File: src/sv/lsw_mul.sv
// shared 32x32 multiplier with registered product
// depends on nothing
module lsw_mul (
   input  logic        clock,
   input  logic [31:0] op_a,
   input  logic [31:0] op_b,
   output logic [63:0] product
);
   logic [63:0] product_ff;

   always_ff @(posedge clock) begin
      product_ff <= {32'd0, op_a} * {32'd0, op_b};
   end

   assign product = product_ff;
endmodule

File: config.mk
export PLATFORM = sky130hd
export DESIGN_NAME = lsw_mul
export DESIGN_NICKNAME = d
export VERILOG_FILES = /design/src/sv/lsw_mul.sv
export SDC_FILE = /design/constraint.sdc
export NUM_CORES = 2
export LEC_CHECK = 0
export ABC_AREA = 1
export CORE_ASPECT_RATIO = 1.1
export CORE_MARGIN = 3
export CORE_UTILIZATION = 41
export CTS_CLUSTER_SIZE = 40
export DETAILED_ROUTE_END_ITERATION = 8
export DONT_BUFFER_PORTS = 1
export PLACE_DENSITY = 0.6
export SETUP_SLACK_MARGIN = 0.3
export SYNTH_ARGS = -nofsm -noshare
export SYNTH_HDL_FRONTEND = slang
export SYNTH_SLANG_ARGS = --single-unit
File: constraint.sdc
create_clock -name clock -period 7.33 [get_ports clock]
set_input_delay 0.733 -clock clock [delete_from_list [all_inputs] [get_ports clock]]
set_output_delay 0.733 -clock clock [all_outputs]
set_load 0.02 [all_outputs]
==> impl_metrics.py <==
metrics = {
    "setup_path": {
        "endpoint_kind": "flip-flop",
        "worst_path_largest_cell_delay_ns": 0.55,
        "worstSetupStartpointType": "input pin",
        "slowest_stage": "fa_1",
        "crit_top_cell": "fa_1",
        "worst_ep_required_time_ns": 7.53,
        "arrival_ns": 6.89,
        "path_max_fanout": 32,
        "worstSetupPathType": "in -> reg",
        "path_buf_inv": 6,
        "cp_top_family": "adder cells",
        "worstPathCellList": "nand2_1 -> inv_1 -> fa_1 -> inv_1 -> fa_1 -> fa_1 -> fa_1 -> inv_1 -> fa_1 -> inv_1 -> fa_1 -> inv_1 -> fa_1 -> fa_1 -> ha_1 -> nand2_1 -> nor2_1 -> nand2_1 -> inv_1 -> nand4_1 -> nand3_1 -> xor2_1",
    },
    "cells_and_area": {
        "final_cell_mix": "1723 x inv_1, 1566 x nand2_1, 896 x fa_1",
        "layout_commonest_cell": "inv_1",
        "largest_reg_flops": 64,
        "drive_above_1_share_pct": 1.65,
        "final_nets": 6066,
        "syn2layout_area_growth_pct": 2.88,
    },
    "clock_tree": {
        "tritoncts": "yes",
        "clk_pin_slew_worst_paths_ns": 0.06,
        "root_buffer": "clkbuf_16",
        "hold_buffers": 0,
        "post-cts-setup-buffers": 0,
        "cts_resized": 0,
        "cts.sinks": 64,
        "numCtsBuffers": 9,
        "cts.path.max_buffers": 2,
        "cts_max_level": 3,
    },
    "synthesis": {
        "synth_top_area_cell": "fa_1",
        "ys_ff_latch": 64,
        "synth_top_area_share_pct": 48.0,
        "synthesis.area_um2": 37400,
        "netlist_top_cells_area": "fa_1 48%, inv_1 17%, nand2_1 16%",
        "yosysWarningCount": 0,
        "syn_inst": 5023,
        "avgSynthCellArea_um2": 7.45,
        "synth.net_count": 6247,
        "ys_types": 23,
        "synth-seq-area-share_pct": 3.43,
    },
    "timing": {
        "min_period_ns": 6.69,
        "slew_violations": 0,
        "rsz0062_at_grt": "false",
        "tightest_slew_ns": 0.424,
        "max_freq_ghz": 0.150,
        "setup_violations": 0,
        "min_period_over_period_pct": 91.2,
        "hold_viol": 0,
        "finalSetupTns_ns": 0,
        "max-slew-margin-rel_pct": 71.6,
        "setup_ws_ns": 0.643,
        "worst_hold_slack_ns": 0.491,
    },
    "route": {
        "drt-pass1-iter-count": 6,
        "avgRoutedWirePerCell_um": 17.0,
        "drtIter0Drc": 1731,
        "viasPerCell": 4.75,
        "final_antenna_net_count": 0,
        "route.vias.total": 28600,
        "drc": 0,
        "drt_wl_total_mm": 102,
    },
    "global_route": {
        "grt_antenna_before_repair": 3,
        "grt_use_total_pct": 22.4,
        "grt_max_degree": 33,
        "grt_pass1_wl_mm": 167,
        "grt_pass1_vias": 30700,
        "grt-ovfl-total": 0,
    },
    "floorplanning": {
        "fp-row-count": 115,
        "core_area_um2": 89900,
        "start_util_pct": 41.6,
        "die_x_um": 294,
        "die_h_um": 323,
        "ios": 129,
        "die_area_um2": 94900,
    },
    "run": {
        "maxCapViolCount": 0,
    },
    "run_status": {
        "status": "completed",
    },
    "placed_design": {
        "place_congestion": 0.964,
        "dp_slack_ns": 0.328,
        "dp_hpwl_mm": 86.2,
        "placement.io_buffers": 0,
    },
    "min_path": {
        "min_path_type": "in -> reg",
    },
}
[kinds of logic after synthesis]
group / count (synthesis) / synth area share [%]
DFF: 64 / 3.43
AOI/OAI and AO/OA: 57 / 0.853
buffers and inverters: 1927 / 19.3
adders and majority gates: 1159 / 56.8
and+or+nand+nor: 1781 / 18.8
xor gates and xnor gates: 35 / 0.820
[final timing paths]
path | depth (start not counted) | endpoint | startpoint
worst min-delay path | 2 | product[0] | op_b[0]
worst max-delay path | 22 | product[22] | op_a[16]
[cell type report]
class | count | area (um^2)
Sequential cell | 64 | 1280
Fill cell | 9269 | 51500
Multi-Input combinational cell | 3032 | 28900
Clock buffer | 9 | 225
Tap cell | 1170 | 1460
Inverter | 1735 | 6510
Clock inverter | 7 | 105
Antenna cell | 1 | 2.50
[synth_stat cells (all sizes together)]
cell type and instances:
xor2 33, ha 263, dfxtp 64, nand4 16, nand3 65, nor2 101
o21bai 12, xnor2 2, fa 896, inv 1735, clkbuf 192, nand2 1581
a21oi 43, nor3 18, o21ai 2
[routing by layer]
layer | GRT usage, % | part of all wire, % | vias to the layer above
li1 | - | - | 13300
met1 | 28.2 | 40 | 14400
met2 | 40.3 | 51 | 791
met3 | 2.97 | 5.8 | 174
met4 | 6.68 | 3.3 | 4
met5 | 0 | 0.026 | -
[per-stage QoR]
stage | utilization, % | instance area (um^2) | instances
global route | 42.8 | 38500 | 6017
finish | 42.8 | 38500 | 6018
CTS | 42.8 | 38500 | 6017
global placement | 42.4 | 38100 | 6001
floorplan | - | 37400 | 5023
detailed placement | 42.4 | 38100 | 6001
Power is not shown: default switching activity piles up to over one toggle a cycle in this logic, so the estimate is an artifact.
