===== src/sv/lsw_pkg.sv =====
// shared types, constants and helpers for the latency statistics window monitor
// no dependencies
package lsw_pkg;

   localparam int RING_DEPTH = 100;
   localparam int RING_AW    = $clog2(RING_DEPTH);
   localparam int FILL_W     = $clog2(RING_DEPTH + 1);

   localparam logic [23:0] PERIOD_RESET = 24'd1000000;
   localparam logic [47:0] MAX48        = {48{1'b1}};
   localparam logic [31:0] MAX32        = {32{1'b1}};
   localparam logic [23:0] MAX24        = {24{1'b1}};

   typedef enum logic [1:0] {
      CMD_HIT   = 2'd0,
      CMD_LOCK  = 2'd1,
      CMD_CLEAR = 2'd2,
      CMD_NONE  = 2'd3
   } cmd_type;

   typedef enum logic [3:0] {
      ST_IDLE,
      ST_RING,
      ST_SQ_OLD,
      ST_SQ_D,
      ST_ADD_D,
      ST_NSQ_LO,
      ST_NSQ_HI,
      ST_SUM_SQ,
      ST_VAR,
      ST_SQRT,
      ST_DIV,
      ST_CLOSE
   } seq_state_type;

   // start and finish of one iterative unit
   typedef struct packed {
      logic start;
      logic done;
   } unit_ctl_type;

   function automatic logic [47:0] sat_add48(input logic [47:0] a, input logic [47:0] b);
      logic [48:0] sum;
      sum = {1'b0, a} + {1'b0, b};
      return (sum >= {1'b0, MAX48}) ? MAX48 : sum[47:0];
   endfunction

   function automatic logic [31:0] sat_inc32(input logic [31:0] a);
      return (a == MAX32) ? MAX32 : a + 32'd1;
   endfunction

endpackage


===== src/sv/lsw_sqrt.sv =====
// integer square root, one result bit per cycle
// uses lsw_pkg
module lsw_sqrt (
   input  logic                 clock,
   input  logic                 reset,
   input  logic                 start,
   input  logic [63:0]          value,
   output lsw_pkg::unit_ctl_type status,
   output logic [31:0]          root
);
   import lsw_pkg::*;

   logic [63:0] v_ff, r_ff, b_ff;
   logic [4:0]  cnt_ff;
   logic        busy_ff, done_ff;
   logic [63:0] trial;

   assign trial = r_ff + b_ff;

   always_ff @(posedge clock) begin
      if (reset) begin
         busy_ff <= 1'b0;
         done_ff <= 1'b0;
         cnt_ff  <= '0;
      end else begin
         done_ff <= 1'b0;
         if (start) begin
            busy_ff <= 1'b1;
            cnt_ff  <= '0;
         end else if (busy_ff) begin
            cnt_ff <= cnt_ff + 5'd1;
            if (cnt_ff == 5'd31) begin
               busy_ff <= 1'b0;
               done_ff <= 1'b1;
            end
         end
      end
   end

   always_ff @(posedge clock) begin
      if (start) begin
         v_ff <= value;
         r_ff <= '0;
         b_ff <= 64'd1 << 62;
      end else if (busy_ff) begin
         if (v_ff >= trial) begin
            v_ff <= v_ff - trial;
            r_ff <= (r_ff >> 1) + b_ff;
         end else begin
            r_ff <= r_ff >> 1;
         end
         b_ff <= b_ff >> 2;
      end
   end

   assign status.start = start;
   assign status.done  = done_ff;
   assign root         = r_ff[31:0];
endmodule


===== config.mk =====
export PLATFORM = sky130hd
export DESIGN_NAME = lsw_sqrt
export DESIGN_NICKNAME = d
export VERILOG_FILES = /design/src/sv/lsw_pkg.sv /design/src/sv/lsw_sqrt.sv
export SDC_FILE = /design/constraint.sdc
export NUM_CORES = 1
export LEC_CHECK = 0
export BUFFER_PORTS_ARGS = -buffer_cell sky130_fd_sc_hd__buf_4
export CELL_PAD_IN_SITES_DETAIL_PLACEMENT = 0
export CELL_PAD_IN_SITES_GLOBAL_PLACEMENT = 1
export CORE_ASPECT_RATIO = 1.5
export CORE_MARGIN = 4
export CORE_UTILIZATION = 47
export CTS_CLUSTER_SIZE = 12
export DETAILED_ROUTE_END_ITERATION = 16
export PLACE_DENSITY_LB_ADDON = 0.1
export SYNTH_ARGS = -nofsm -noshare
export SYNTH_HDL_FRONTEND = slang
export SYNTH_SLANG_ARGS = --single-unit

===== constraint.sdc =====
create_clock -name clock -period 12.4 [get_ports clock]
set_input_delay 1.24 -clock clock [delete_from_list [all_inputs] [get_ports clock]]
set_output_delay 1.24 -clock clock [all_outputs]
set_load 0.01 [all_outputs]

==> impl_metrics.tcl <==
set metrics [dict create \
    cp-start-kind "flip-flop" \
    cp.required_ns 12.50 \
    ys.flop_type "dfxtp_1" \
    maxCapViolCount 0 \
    ys_types 80 \
    vdd_drop_max_mv 0.2005 \
    worst_pin_slew_ns 1.157 \
    p_per_area_nw_per_um2 198.6 \
    gp_congestion 0.9202 \
    synth.area.top_cells "dfxtp_1 (13%), edfxtp_1 (13%), ha_1 (11%)" \
    synth-seq-cells 167 \
    grt_usage_pct 24.80 \
    p_leak_nw 6.395 \
    syn_nets 2155 \
    synth_cells 1955 \
    yosys_warnings 0 \
    maxSlewViolCount 0 \
    ys_seq_area_share_pct 25.94 \
    num_rows 80 \
    fp.dieH_um 229.4 \
    worstSetupPathType "flip-flop to flip-flop" \
    grt_pass1_wl_mm 71.90 \
    io_buffers 100 \
    initial_core_util_pct 47.95 \
    grt_max_degree 164 \
    drt_wl_total_mm 45.59 \
    grt_use_met2_pct 45.08 \
    fin_crit_sh_pct 62.58 \
    period_needed_ns 7.760 \
    post-route-util_pct 51.75 \
    async_reset_ff_share_pct 0 \
    rsz0062_at_grt "false" \
    final_cells 2359 \
    clk_latency_ns 0.46 \
    io_pins 101 \
    avgSynthCellArea_um2 7.855 \
    diodes 0 \
    hpwl_mm 34.74 \
    grt_overflow 0 \
    synth_area_um2 15360 \
    cts_resized 0 \
    fillerInstances 3210 \
    holdBufCountCts 0 \
    die_area_um2 35690 \
    antenna_found_initial 0 \
    die_w_um 155.6 \
    core_um2 32030 \
    relSlewSlack_pct 22.54 \
    drtPass1Iterations 5 \
    hold_path_class "flip-flop to flip-flop" \
    cts_tree "built" \
    viasPerCell 6.055 \
    crit_fanout 35 \
    layout-drive-gt1-share_pct 9.697 \
    dpl_cell_area_um2 16000 \
    fin_tns_setup_ns 0 \
    ctsRootBufferMaster "clkbuf_16" \
    clock.fmax_mhz 128.9 \
    grtUsageMet3_pct 2.852 \
    clk_pin_slew_ns 0.08 \
    drt_iter0_drc 773 \
    num_vias 14283 \
    endpoint_kind "flip-flop" \
    clock_skew_ns 0.01017 \
    cts_buffers 17 \
    status "complete, no violations" \
    grt_pass1_vias 13787 \
    fin_area_um2 16580 \
    yosysTopAreaCell "dfxtp_1" \
    hold_violations 0 \
    htree_levels 4 \
    num-nets-final 2136 \
    area_growth_pct 7.935 \
    remaining_drc_errors 0 \
    clockBufferDepth 2 \
    cts.sinks 167 \
    use_met1_pct 29.49 \
    wire_per_inst_um 19.32 \
    busiest_layer "met2" \
    synth.top_cell.area_share_pct 13.43 \
    post_cts_buffers 0 \
    synth_enable_flop_cells 64 \
    numPlacedInstances 2327 \
    setup_viol 0 \
    final_antenna_net_count 0 \
    crit_arrival_ns 7.86 \
]
[cell usage after synthesis, types with 44 or more instances]
master / count
a21o_1: 45
a21oi_1: 103
a31oi_1: 74
clkbuf_1: 94
dfxtp_1: 103
edfxtp_1: 64
ha_1: 132
inv_1: 47
mux2i_1: 46
nand2_1: 236
nand4_1: 44
nor2_1: 182
o21ai_0: 172
xnor2_1: 78
xor2_1: 75
[routing by layer]
layer  wire length [µm]  vias to the layer above  part of all wire [%]
met4               1481                        0                   3.2
li1                   -                     7144                     -
met1              18830                     6746                    41
met5                  0                        -                     0
met3               1586                       80                   3.5
met2              23690                      313                    52
[sequential cells by signal, indices dropped and copies added (netlist names)]
| signal | cells |
|---|---|
| busy_ff | 1 |
| done_ff | 1 |
| b_ff | 32 |
| cnt_ff | 5 |
| v_ff | 64 |
| r_ff | 64 |
[cell families after synthesis]
family	after synthesis	synth area share (%)
muxes	48	3.145
buffers and inverters	193	5.711
xor gates and xnor gates	153	8.726
and+or+nand+nor	644	19.10
AOI/OAI and AO/OA	617	26.49
DFF	167	25.94
adders and majority gates	133	10.88
[worst max-delay path: stages (launching register included)]
cell      delay (ns)
dfxtp_1         0.37
ha_1            0.35
a31oi_1         0.13
o21bai_1        0.38
a21oi_1         0.30
o41ai_1         0.75
o21ai_0         0.41
o21ai_0         0.54
a21oi_1         0.21
nor3_1          0.46
nor3_1          0.12
xor2_1          0.16
ha_1            0.45
nand4_1         0.17
nor4_1          0.63
o311a_4         0.40
nor2_4          0.05
o21ai_4         0.88
buf_4           0.58
[worst paths after layout]
path / to / slack (ns) / cells past startpoint / startpoint
worst max-delay path: v_ff[33]$_DFFE_PP_ / 4.64 / 18 / r_ff[2]$_SDFFE_PP0P_
worst min-delay path: r_ff[0]$_SDFFE_PP0P_ / 0.51 / 2 / r_ff[0]$_SDFFE_PP0P_
worst max register to register: v_ff[33]$_DFFE_PP_ / 4.64 / 18 / r_ff[2]$_SDFFE_PP0P_
worst min register to register: r_ff[0]$_SDFFE_PP0P_ / 0.51 / 2 / r_ff[0]$_SDFFE_PP0P_
[through the flow]
stage	setup slack [ns]	power, mW	hold slack (ns)
4_1_cts	4.650	3.294	0.5111
2_1_floorplan	2.897	2.296	0.4675
6_report	4.640	3.291	0.5054
3_3_place_gp	4.800	2.736	0.4887
5_1_grt	4.382	3.535	0.5784
3_5_place_dp	4.690	2.745	0.4952
[cell type report]
type / count / area (µm²) / area share, %
Clock buffer: 18 / 439.2 / 2.649
Inverter: 49 / 183.9 / 1.110
Tap cell: 410 / 513.0 / 3.095
Multi-Input combinational cell: 1595 / 10510 / 63.39
Timing Repair Buffer: 106 / 812.0 / 4.899
Clock inverter: 14 / 132.6 / 0.8001
Sequential cell: 167 / 3988 / 24.06
[placed cells by master (no fill, tap or decap), types with 18 or more instances in the layout]
master / count
nand2_1: 236
nor2_1: 182
o21ai_0: 171
ha_1: 132
buf_4: 104
a21oi_1: 103
dfxtp_1: 102
xnor2_1: 78
xor2_1: 75
a31oi_1: 74
edfxtp_1: 64
inv_1: 47
mux2i_1: 46
a21o_1: 45
nand4_1: 44
nor3_1: 38
a211oi_1: 31
nand3_1: 30
o21bai_1: 25
and3_1: 20
a311oi_1: 19
a31o_2: 18
[report_power, final]
group	leakage [nW]	switching, mW	internal, mW
clock network	0.279	0.268	0.271
registers	1.49	0.115	0.745
logic	4.63	1.15	0.738
total	6.40	1.54	1.75
Note: power is estimated with default switching activity, not from simulation.
