$ cat src/sv/lsw_pkg.sv
// shared types, constants and helpers for the latency statistics window monitor
// no dependencies
package lsw_pkg;

   localparam int RING_DEPTH = 100;
   localparam int RING_AW    = $clog2(RING_DEPTH);
   localparam int FILL_W     = $clog2(RING_DEPTH + 1);

   localparam logic [23:0] PERIOD_RESET = 24'd1000000;
   localparam logic [47:0] MAX48        = {48{1'b1}};
   localparam logic [31:0] MAX32        = {32{1'b1}};
   localparam logic [23:0] MAX24        = {24{1'b1}};

   typedef enum logic [1:0] {
      CMD_HIT   = 2'd0,
      CMD_LOCK  = 2'd1,
      CMD_CLEAR = 2'd2,
      CMD_NONE  = 2'd3
   } cmd_type;

   typedef enum logic [3:0] {
      ST_IDLE,
      ST_RING,
      ST_SQ_OLD,
      ST_SQ_D,
      ST_ADD_D,
      ST_NSQ_LO,
      ST_NSQ_HI,
      ST_SUM_SQ,
      ST_VAR,
      ST_SQRT,
      ST_DIV,
      ST_CLOSE
   } seq_state_type;

   // start and finish of one iterative unit
   typedef struct packed {
      logic start;
      logic done;
   } unit_ctl_type;

   function automatic logic [47:0] sat_add48(input logic [47:0] a, input logic [47:0] b);
      logic [48:0] sum;
      sum = {1'b0, a} + {1'b0, b};
      return (sum >= {1'b0, MAX48}) ? MAX48 : sum[47:0];
   endfunction

   function automatic logic [31:0] sat_inc32(input logic [31:0] a);
      return (a == MAX32) ? MAX32 : a + 32'd1;
   endfunction

endpackage

$ cat src/sv/lsw_div.sv
// restoring divider of a 32-bit value by the ring fill, one quotient bit per cycle
// uses lsw_pkg
module lsw_div (
   input  logic                 clock,
   input  logic                 reset,
   input  logic                 start,
   input  logic [31:0]          dividend,
   input  logic [lsw_pkg::FILL_W-1:0] divisor,
   output lsw_pkg::unit_ctl_type status,
   output logic [31:0]          quotient
);
   import lsw_pkg::*;

   logic [31:0]       q_ff;
   logic [FILL_W-1:0] rem_ff;
   logic [FILL_W-1:0] dvs_ff;
   logic [4:0]        cnt_ff;
   logic              busy_ff, done_ff;
   logic [FILL_W:0]   trial;

   assign trial = {rem_ff, q_ff[31]};

   always_ff @(posedge clock) begin
      if (reset) begin
         busy_ff <= 1'b0;
         done_ff <= 1'b0;
         cnt_ff  <= '0;
      end else begin
         done_ff <= 1'b0;
         if (start) begin
            busy_ff <= 1'b1;
            cnt_ff  <= '0;
         end else if (busy_ff) begin
            cnt_ff <= cnt_ff + 5'd1;
            if (cnt_ff == 5'd31) begin
               busy_ff <= 1'b0;
               done_ff <= 1'b1;
            end
         end
      end
   end

   always_ff @(posedge clock) begin
      if (start) begin
         q_ff   <= dividend;
         rem_ff <= '0;
         dvs_ff <= divisor;
      end else if (busy_ff) begin
         if (trial >= {1'b0, dvs_ff}) begin
            rem_ff <= FILL_W'(trial - {1'b0, dvs_ff});
            q_ff   <= {q_ff[30:0], 1'b1};
         end else begin
            rem_ff <= trial[FILL_W-1:0];
            q_ff   <= {q_ff[30:0], 1'b0};
         end
      end
   end

   assign status.start = start;
   assign status.done  = done_ff;
   assign quotient     = q_ff;
endmodule

$ cat config.mk
export PLATFORM = sky130hd
export DESIGN_NAME = lsw_div
export DESIGN_NICKNAME = d
export VERILOG_FILES = /design/src/sv/lsw_pkg.sv /design/src/sv/lsw_div.sv
export SDC_FILE = /design/constraint.sdc
export NUM_CORES = 1
export LEC_CHECK = 0
export BUFFER_PORTS_ARGS = -buffer_cell sky130_fd_sc_hd__clkbuf_2
export CAP_MARGIN = 20
export CORE_MARGIN = 2
export CORE_UTILIZATION = 52
export DETAILED_ROUTE_END_ITERATION = 10
export GPL_TIMING_DRIVEN = 0
export PLACE_DENSITY = 0.8
export SLEW_MARGIN = 10
export SYNTH_ARGS = -nofsm -noshare
export SYNTH_HDL_FRONTEND = slang
export SYNTH_SLANG_ARGS = --single-unit
$ cat constraint.sdc
create_clock -name clock -period 2.89 [get_ports clock]
set_input_delay 0.7225 -clock clock [delete_from_list [all_inputs] [get_ports clock]]
set_output_delay 0.7225 -clock clock [all_outputs]
set_load 0.01 [all_outputs]
==> results of run 1 <==
[cells in the mapped netlist (all sizes together), types with 4 or more instances]
master	number
edfxtp	39
mux2	31
nor2	16
dfxtp	14
inv	13
ha	9
nand2	9
buf	8
clkbuf	7
nor3b	6
nand2b	5
a211oi	4
a41oi	4
[per-stage QoR]
stage               cell area, sq um  setup WS, ns  power, mW    util  TNS [ns]
floorplan                       2695        0.6566      1.149       -         0
global placement                3158       0.01327      1.259  0.6263         0
detailed placement              3158      -0.03697      1.268  0.6263    -1.140
CTS                             3248        0.3068      1.687  0.6442         0
global route                    3248        0.1636      1.752  0.6442         0
finish                          3248        0.3141      1.675  0.6442         0
[area by class of cell]
cell class | count | area, sq um
Buffer | 15 | 85.08
Clock buffer | 5 | 68.82
Multi-Input combinational cell | 132 | 1110
Inverter | 13 | 48.80
Fill cell | 378 | 1794
Timing Repair Buffer | 75 | 375.4
Sequential cell | 53 | 1451
Clock inverter | 3 | 21.27
Tap cell | 70 | 87.58
[report_power, final]
part,switching [mW],internal (mW),total (mW)
Clock,0.252,0.172,0.424
Sequential,0.0342,0.895,0.929
Combinational,0.167,0.154,0.322
[layer usage]
layer  track usage  vias to the layer above  wire (microns)
met5             0                        -               0
met4       0.05455                        0              58
met3       0.05450                        4             304
met2        0.2884                       52            2297
met1        0.2476                      896            2376
li1              -                      944               -
[sequential cells by signal, indices dropped and copies added, names as in the netlist]
register and count:
rem_ff 7, cnt_ff 5, done_ff 1, busy_ff 1
dvs_ff 7, quotient 32
[worst max-delay path by stage]
stage	from	end	cells past startpoint
2_1_floorplan	quotient[31]	rem_ff[0]	9
3_3_place_gp	start	quotient[22]	4
3_5_place_dp	start	quotient[22]	4
4_1_cts	start	quotient[23]	4
5_1_grt	start	quotient[25]	4
6_report	start	quotient[18]	4
[worst max-delay path, stage by stage]
cell                       delay [ns]
sky130_fd_sc_hd__clkbuf_2        0.28
sky130_fd_sc_hd__clkbuf_1        0.39
sky130_fd_sc_hd__clkbuf_1        0.43
sky130_fd_sc_hd__or2_2           0.68
[cells by family (layout without fill, tap and decap cells)]
family / Yosys count / after routing / synth area share
adders and majority gates: 10 / 10 / 0.04921
xor gates and xnor gates: 6 / 6 / 0.01950
and+or+nand+nor: 53 / 53 / 0.1091
buffers and inverters: 28 / 111 / 0.04968
muxes: 34 / 34 / 0.1407
AOI/OAI and AO/OA: 29 / 29 / 0.09331
DFF: 53 / 53 / 0.5385
==> results summary, run 1 <==
The worst reg-to-reg path cell count is 9. The number of port buffers is 75. The core region is 0.005042 sq mm. The number of placement rows came out at 26. The most common library cell in the layout ignoring fill and taps is sky130_fd_sc_hd__clkbuf_2. The number of CTS-inserted buffers is 5. The final worst-path cycle share came out at 0.8913. The quantity of gates resized following cts came out at 0. The synthesis-stage register bit count is 53. The setup fix buffers added after clock tree synthesis came out at 0. The clock period minus worst slack came out at 2.576 ns. Across all register-to-register paths, the minimum setup slack is 0.51 ns. The clock insertion delay at the later pin of the skew report is 0.31 ns. Data arrives at the worst endpoint at 2.52 ns.

The number of distinct standard cells referenced by the synthesized netlist is 43. The number of global-route vias before repair is 1846. The fraction of registers with async set/reset is 0. The tightest hold margin came out at 0.5235 ns. The worst register-to-register path ends at rem_ff[0].

The worst hold path passes through 2 cells. The worst setup path is launched from an input port. The number of diodes added for antenna fixing came out at 0. Counting flops with a built-in enable in the synthesized netlist gives 39.

On the final layout, the worst clock skew is 0.009871 ns. The total track usage came out at 0.1832. The count of hold-fix buffers inserted at cts is 0. The largest area contributor in the netlist is sky130_fd_sc_hd__edfxtp_1. TritonCTS built the clock tree. The number of warnings issued by yosys came out at 0.

The count of final hold-check violations is 0. The wire length of the first global-routing pass is 8.452 mm. The die covers 0.005774 sq mm. The number of antenna violations at the first check in global routing is 0. The pin count of the biggest net entering global routing is 33. The most used flip-flop cell after synthesis is sky130_fd_sc_hd__edfxtp_1. The worst hold path endpoint is rem_ff[2]. The slew at the pin closest to its max-slew limit came out at 0.7302 ns.

The tree is rooted in a sky130_fd_sc_hd__clkbuf_8. In the layout the commonest cells are sky130_fd_sc_hd__clkbuf_2, sky130_fd_sc_hd__edfxtp_1, sky130_fd_sc_hd__mux2_2, sky130_fd_sc_hd__nor2_1, sky130_fd_sc_hd__dfxtp_1. The starting utilization of the core area came out at 0.5345. Clock tree synthesis found a total of 53 sinks. The critical path required time is 2.83 ns.

The worst setup path is of the input port to flop kind. The clock transition at the register clock pins on the worst setup and hold paths after CTS came out at 0.11 ns. The synthesized area came out at 0.002695 sq mm. The count of max-cap constraint violations is 0. The share of cells above drive strength 1 is 0.4493. The DRC violations left is 0.

The endpoint kind of the worst setup timing path is a flop. The critical hold path startpoint is rem_ff[1]. Summed over all layers, the global routing overflow is 0.

The detailed-route vias per instance is 5.180. IR analysis of the VDD net gives a maximum drop of 0.3705 mV. The sum of routed wire length over all layers came out at 5.036 mm. The net count after synthesis came out at 265. The H-tree generated during clock tree synthesis spans 2 levels. The congestion estimate from routability-driven global placement came to 0.8511. By area the synthesized netlist is led by sky130_fd_sc_hd__edfxtp_1, sky130_fd_sc_hd__mux2_2, sky130_fd_sc_hd__dfxtp_1.

The die is 75.99 microns wide. The min-delay analysis places its worst path in the category flop to flop. Of all nets on the critical path, the largest fanout is 32.

Detailed placement ended at an HPWL of 3.741 mm. The synthesized area divided by synthesized cell count came out at 12.65 sq um. Of the post-synthesis cell area, the dominant cell type holds 0.4345. The startpoint of the worst register-to-register path is quotient[31]. In the final routed layout, each cell accounts on average for 13.76 microns. The leakage dissipation is 1.354 nW. The first TritonRoute pass finished after 4 iterations. The total number of vias came out at 1896.

The max-slew violation total from the final report is 0. The net count of the finished layout is 347. The number of standard cells after synthesis is 213.

Setup repair after global routing left no endpoint under its margin. The area added between synthesis and finish came out at 20.52%. Setup violations remaining at the end of the flow were counted as 0. The first routing iteration left 123 violations.

The boundary pin count came out at 76. The run finished with clean final reports. After detailed placement, the design holds a cell count of 358. The count of placed standard cells in the final layout, fillers left out is 366. In this run the remaining antenna-violating nets after routing total 0.

Dividing total power by cell area gives a power density of 515.7 mW/mm^2. The height of the die came out at 75.99 microns. The maximum buffer depth of the clock tree came out at 2. The sequential fraction of the synthesis area came out at 0.5385. The highest achievable clock rate came out at 0.3882 GHz. The relative slew slack is 0.5132.
Note: power is estimated with default switching activity, not from simulation.
==> run 2: changes to the inputs <==
--- a/config.mk
+++ b/config.mk
@@ -16,3 +16,4 @@
 export SYNTH_ARGS = -nofsm -noshare
 export SYNTH_HDL_FRONTEND = slang
 export SYNTH_SLANG_ARGS = --single-unit
+export TNS_END_PERCENT = 100
==> constraint.sdc (replaced) <==
create_clock -name clock -period 2.4 [get_ports clock]
set_input_delay 0.48 -clock clock [delete_from_list [all_inputs] [get_ports clock]]
set_output_delay 0.48 -clock clock [all_outputs]
set_load 0.01 [all_outputs]
==> run 2 against run 1 <==
First-iteration DRC count grew 4.9%. Global-route usage is the same. Via count grew 0.47%. Cell count is the same. Combinational power grew 23%. Sequential share of layout area shrank 0.17 points.
==> results summary, run 2 (same netlist as run 1, synthesis figures left out) <==
The nature of the critical path startpoint is a flop. The remaining antenna violation count after routing came out at 0. The setup check on the worst reg-to-reg path leaves a slack of 0.12 ns.

The count of placed standard cells in the final layout, fillers left out is 366. The total number of nets in the final design came out at 347. The worst setup path is captured at a flop. The count of hold-fix buffers inserted at cts is 0. Setup slack closes at 0.1186 ns. Setup violations remaining at the end of the flow were counted as 0. The clock insertion delay at the later pin of the skew report is 0.31 ns. The number of port buffers came out at 75. The total chip power is 2.027 mW. The startpoint of the worst register-to-register path is quotient[31].

The leakage dissipation is 1.360 nW. The final weighted congestion in routability-driven placement is 0.8511. In this run the vertical extent of the chip is 75.99 microns. Measured along the x axis, the die boundary spans 75.99 microns. The power density over cell area is 621.7 mW/mm^2. The clock period minus worst slack came out at 2.281 ns.

The start-to-end type of the worst setup path is flop to flop. The worst hold path endpoint is busy_ff. The number of global-route vias before repair came out at 1846. The area added between synthesis and finish came out at 20.98%. In this run the worst path has a maximum fanout of 9. TritonCTS built the clock tree. The critical path required time came out at 2.61 ns. The depth of the worst hold-timing path is 2. The routed design has 5.088 mm of wire.

The run finished with clean final reports. Setup total negative slack on the finished layout was measured at 0 ns. The area taken by flip-flops and latches came out at 0.001451 sq mm. For this design, the sink count on the clock tree is 53.

In this run the most critical hold path is launched from reset. The floorplan step defined a die boundary enclosing 0.005774 sq mm. The worst register-to-register path ends at rem_ff[0]. The slew at the pin closest to its max-slew limit is 0.5810 ns.

For this run, the share of the core covered by cells in the final layout is 0.6467. By instance count, the cell type seen most on the critical path is sky130_fd_sc_hd__buf_6. In this run, CTS created clock tree buffers numbering 5. The worst reg-to-reg path cell count is 9.

The highest achievable clock rate is 0.4383 GHz. The number of diodes added for antenna fixing is 0. The multi-input combinational cell area is 0.001122 sq mm. The first routing iteration left 129 violations. The share of cells above drive strength 1 is 0.4561. The path class of the tightest hold or removal check is input port to flop. VDD sags by at most 0.4460 mV.

The quantity of gates resized following cts came out at 0. The signal arrival time at the worst endpoint is 2.50 ns. The max-slew violation total from the final report came out at 0.

Clock tree synthesis selected as its root buffer the cell sky130_fd_sc_hd__clkbuf_8. The buffer and inverter count on the worst path is 3. The wire length of the first global-routing pass is 8.452 mm. The HPWL after detailed placement is 3.741 mm. The number of H-tree levels came out at 2. The detailed-route vias per instance came out at 5.205.

Leaving out fill and tap cells, the most frequent cell in the layout is sky130_fd_sc_hd__clkbuf_2. The count of final hold-check violations came out at 0. The number of optimization iterations in the first detailed-route pass is 4. Prior to clock tree synthesis, the placed netlist has a worst setup slack of -0.2845 ns. In the routed design, unresolved DRC markers number 0.

Setup repair after global routing left no endpoint under its margin. The average wire length per cell after detail routing is 13.90 microns. The cell type group with the largest total delay on the critical path is adder cells. The floorplan step defined a core boundary enclosing 0.005042 sq mm. The final worst-path cycle share came out at 0.9506. The boundary pin count is 76. The total track usage came out at 0.1832.

The number of antenna violations at the first check in global routing is 0. The final worst clock skew came out at 0.008740 ns. The setup fix buffers added after clock tree synthesis is 0. The tightest hold margin is 0.3360 ns.

Fill cells in the final layout number 375. The floorplan has 26 rows. The worst stage delay on the critical path came out at 0.37 ns. In the layout the commonest cells are sky130_fd_sc_hd__clkbuf_2, sky130_fd_sc_hd__edfxtp_1, sky130_fd_sc_hd__mux2_2, sky130_fd_sc_hd__nor2_1, sky130_fd_sc_hd__dfxtp_1.

The area of all placed cells without fillers is 0.003261 sq mm. The clock transition at the register clock pins on the worst setup and hold paths after CTS came out at 0.10 ns. The placed cell count came out at 358. The maximum buffer depth of the clock tree came out at 2.

The pin count of the biggest net entering global routing is 33. The cell type of the slowest stage on the worst timing path is sky130_fd_sc_hd__edfxtp_1. For this block, the via count after detailed routing is 1905. The total congestion overflow after global routing is 0. The signal on the critical path passes through inv_1 > ha_1 > fa_2 > nand2b_4 > a211o_1 > buf_6 > and3_1 > buf_6 > a311oi_2. Across the run, the number of max-cap violations was 0. Once placement finished, the instance area stood at 0.003158 sq mm. The relative slew slack is 0.6127.

The register with the most flip-flops in the layout has 32 of them. The initial utilization of the core area, before any placement, comes to 0.5345.
==> run 2: cell counts in the layout (fill, tap and decap cells not counted) <==
Identical to the previous run, type by type.
==> run 2: worst max path at each step <==
stage	startpoint	to	cells after the start
2_1_floorplan	quotient[31]	rem_ff[0]	9
3_3_place_gp	start	quotient[22]	4
3_5_place_dp	start	quotient[22]	4
4_1_cts	quotient[31]	rem_ff[0]	9
5_1_grt	quotient[31]	rem_ff[0]	9
6_report	quotient[31]	rem_ff[0]	9
==> run 2: layer usage <==
| metal | track usage | vias up | routed length, microns |
|---|---|---|---|
| met4 | 0.05455 | 0 | 59 |
| met1 | 0.2476 | 902 | 2366 |
| li1 | - | 943 | - |
| met2 | 0.2884 | 56 | 2371 |
| met3 | 0.05450 | 4 | 292 |
| met5 | 0 | - | 0 |
==> run 2: layout make-up <==
| type | count | share of cell area |
|---|---|---|
| Sequential cell | 53 | 0.4451 |
| Multi-Input combinational cell | 132 | 0.3442 |
| Timing Repair Buffer | 75 | 0.1151 |
| Tap cell | 70 | 0.02686 |
| Buffer | 15 | 0.02609 |
| Clock buffer | 5 | 0.02111 |
| Inverter | 13 | 0.01497 |
| Clock inverter | 3 | 0.006523 |
==> run 2: power breakdown <==
group          switching, mW  internal, mW  leakage (nW)  total, mW
sequential            0.0416          1.08         0.505       1.12
combinational          0.205         0.190         0.811      0.395
clock                  0.305         0.208        0.0445      0.513
total                  0.552          1.48          1.36       2.03
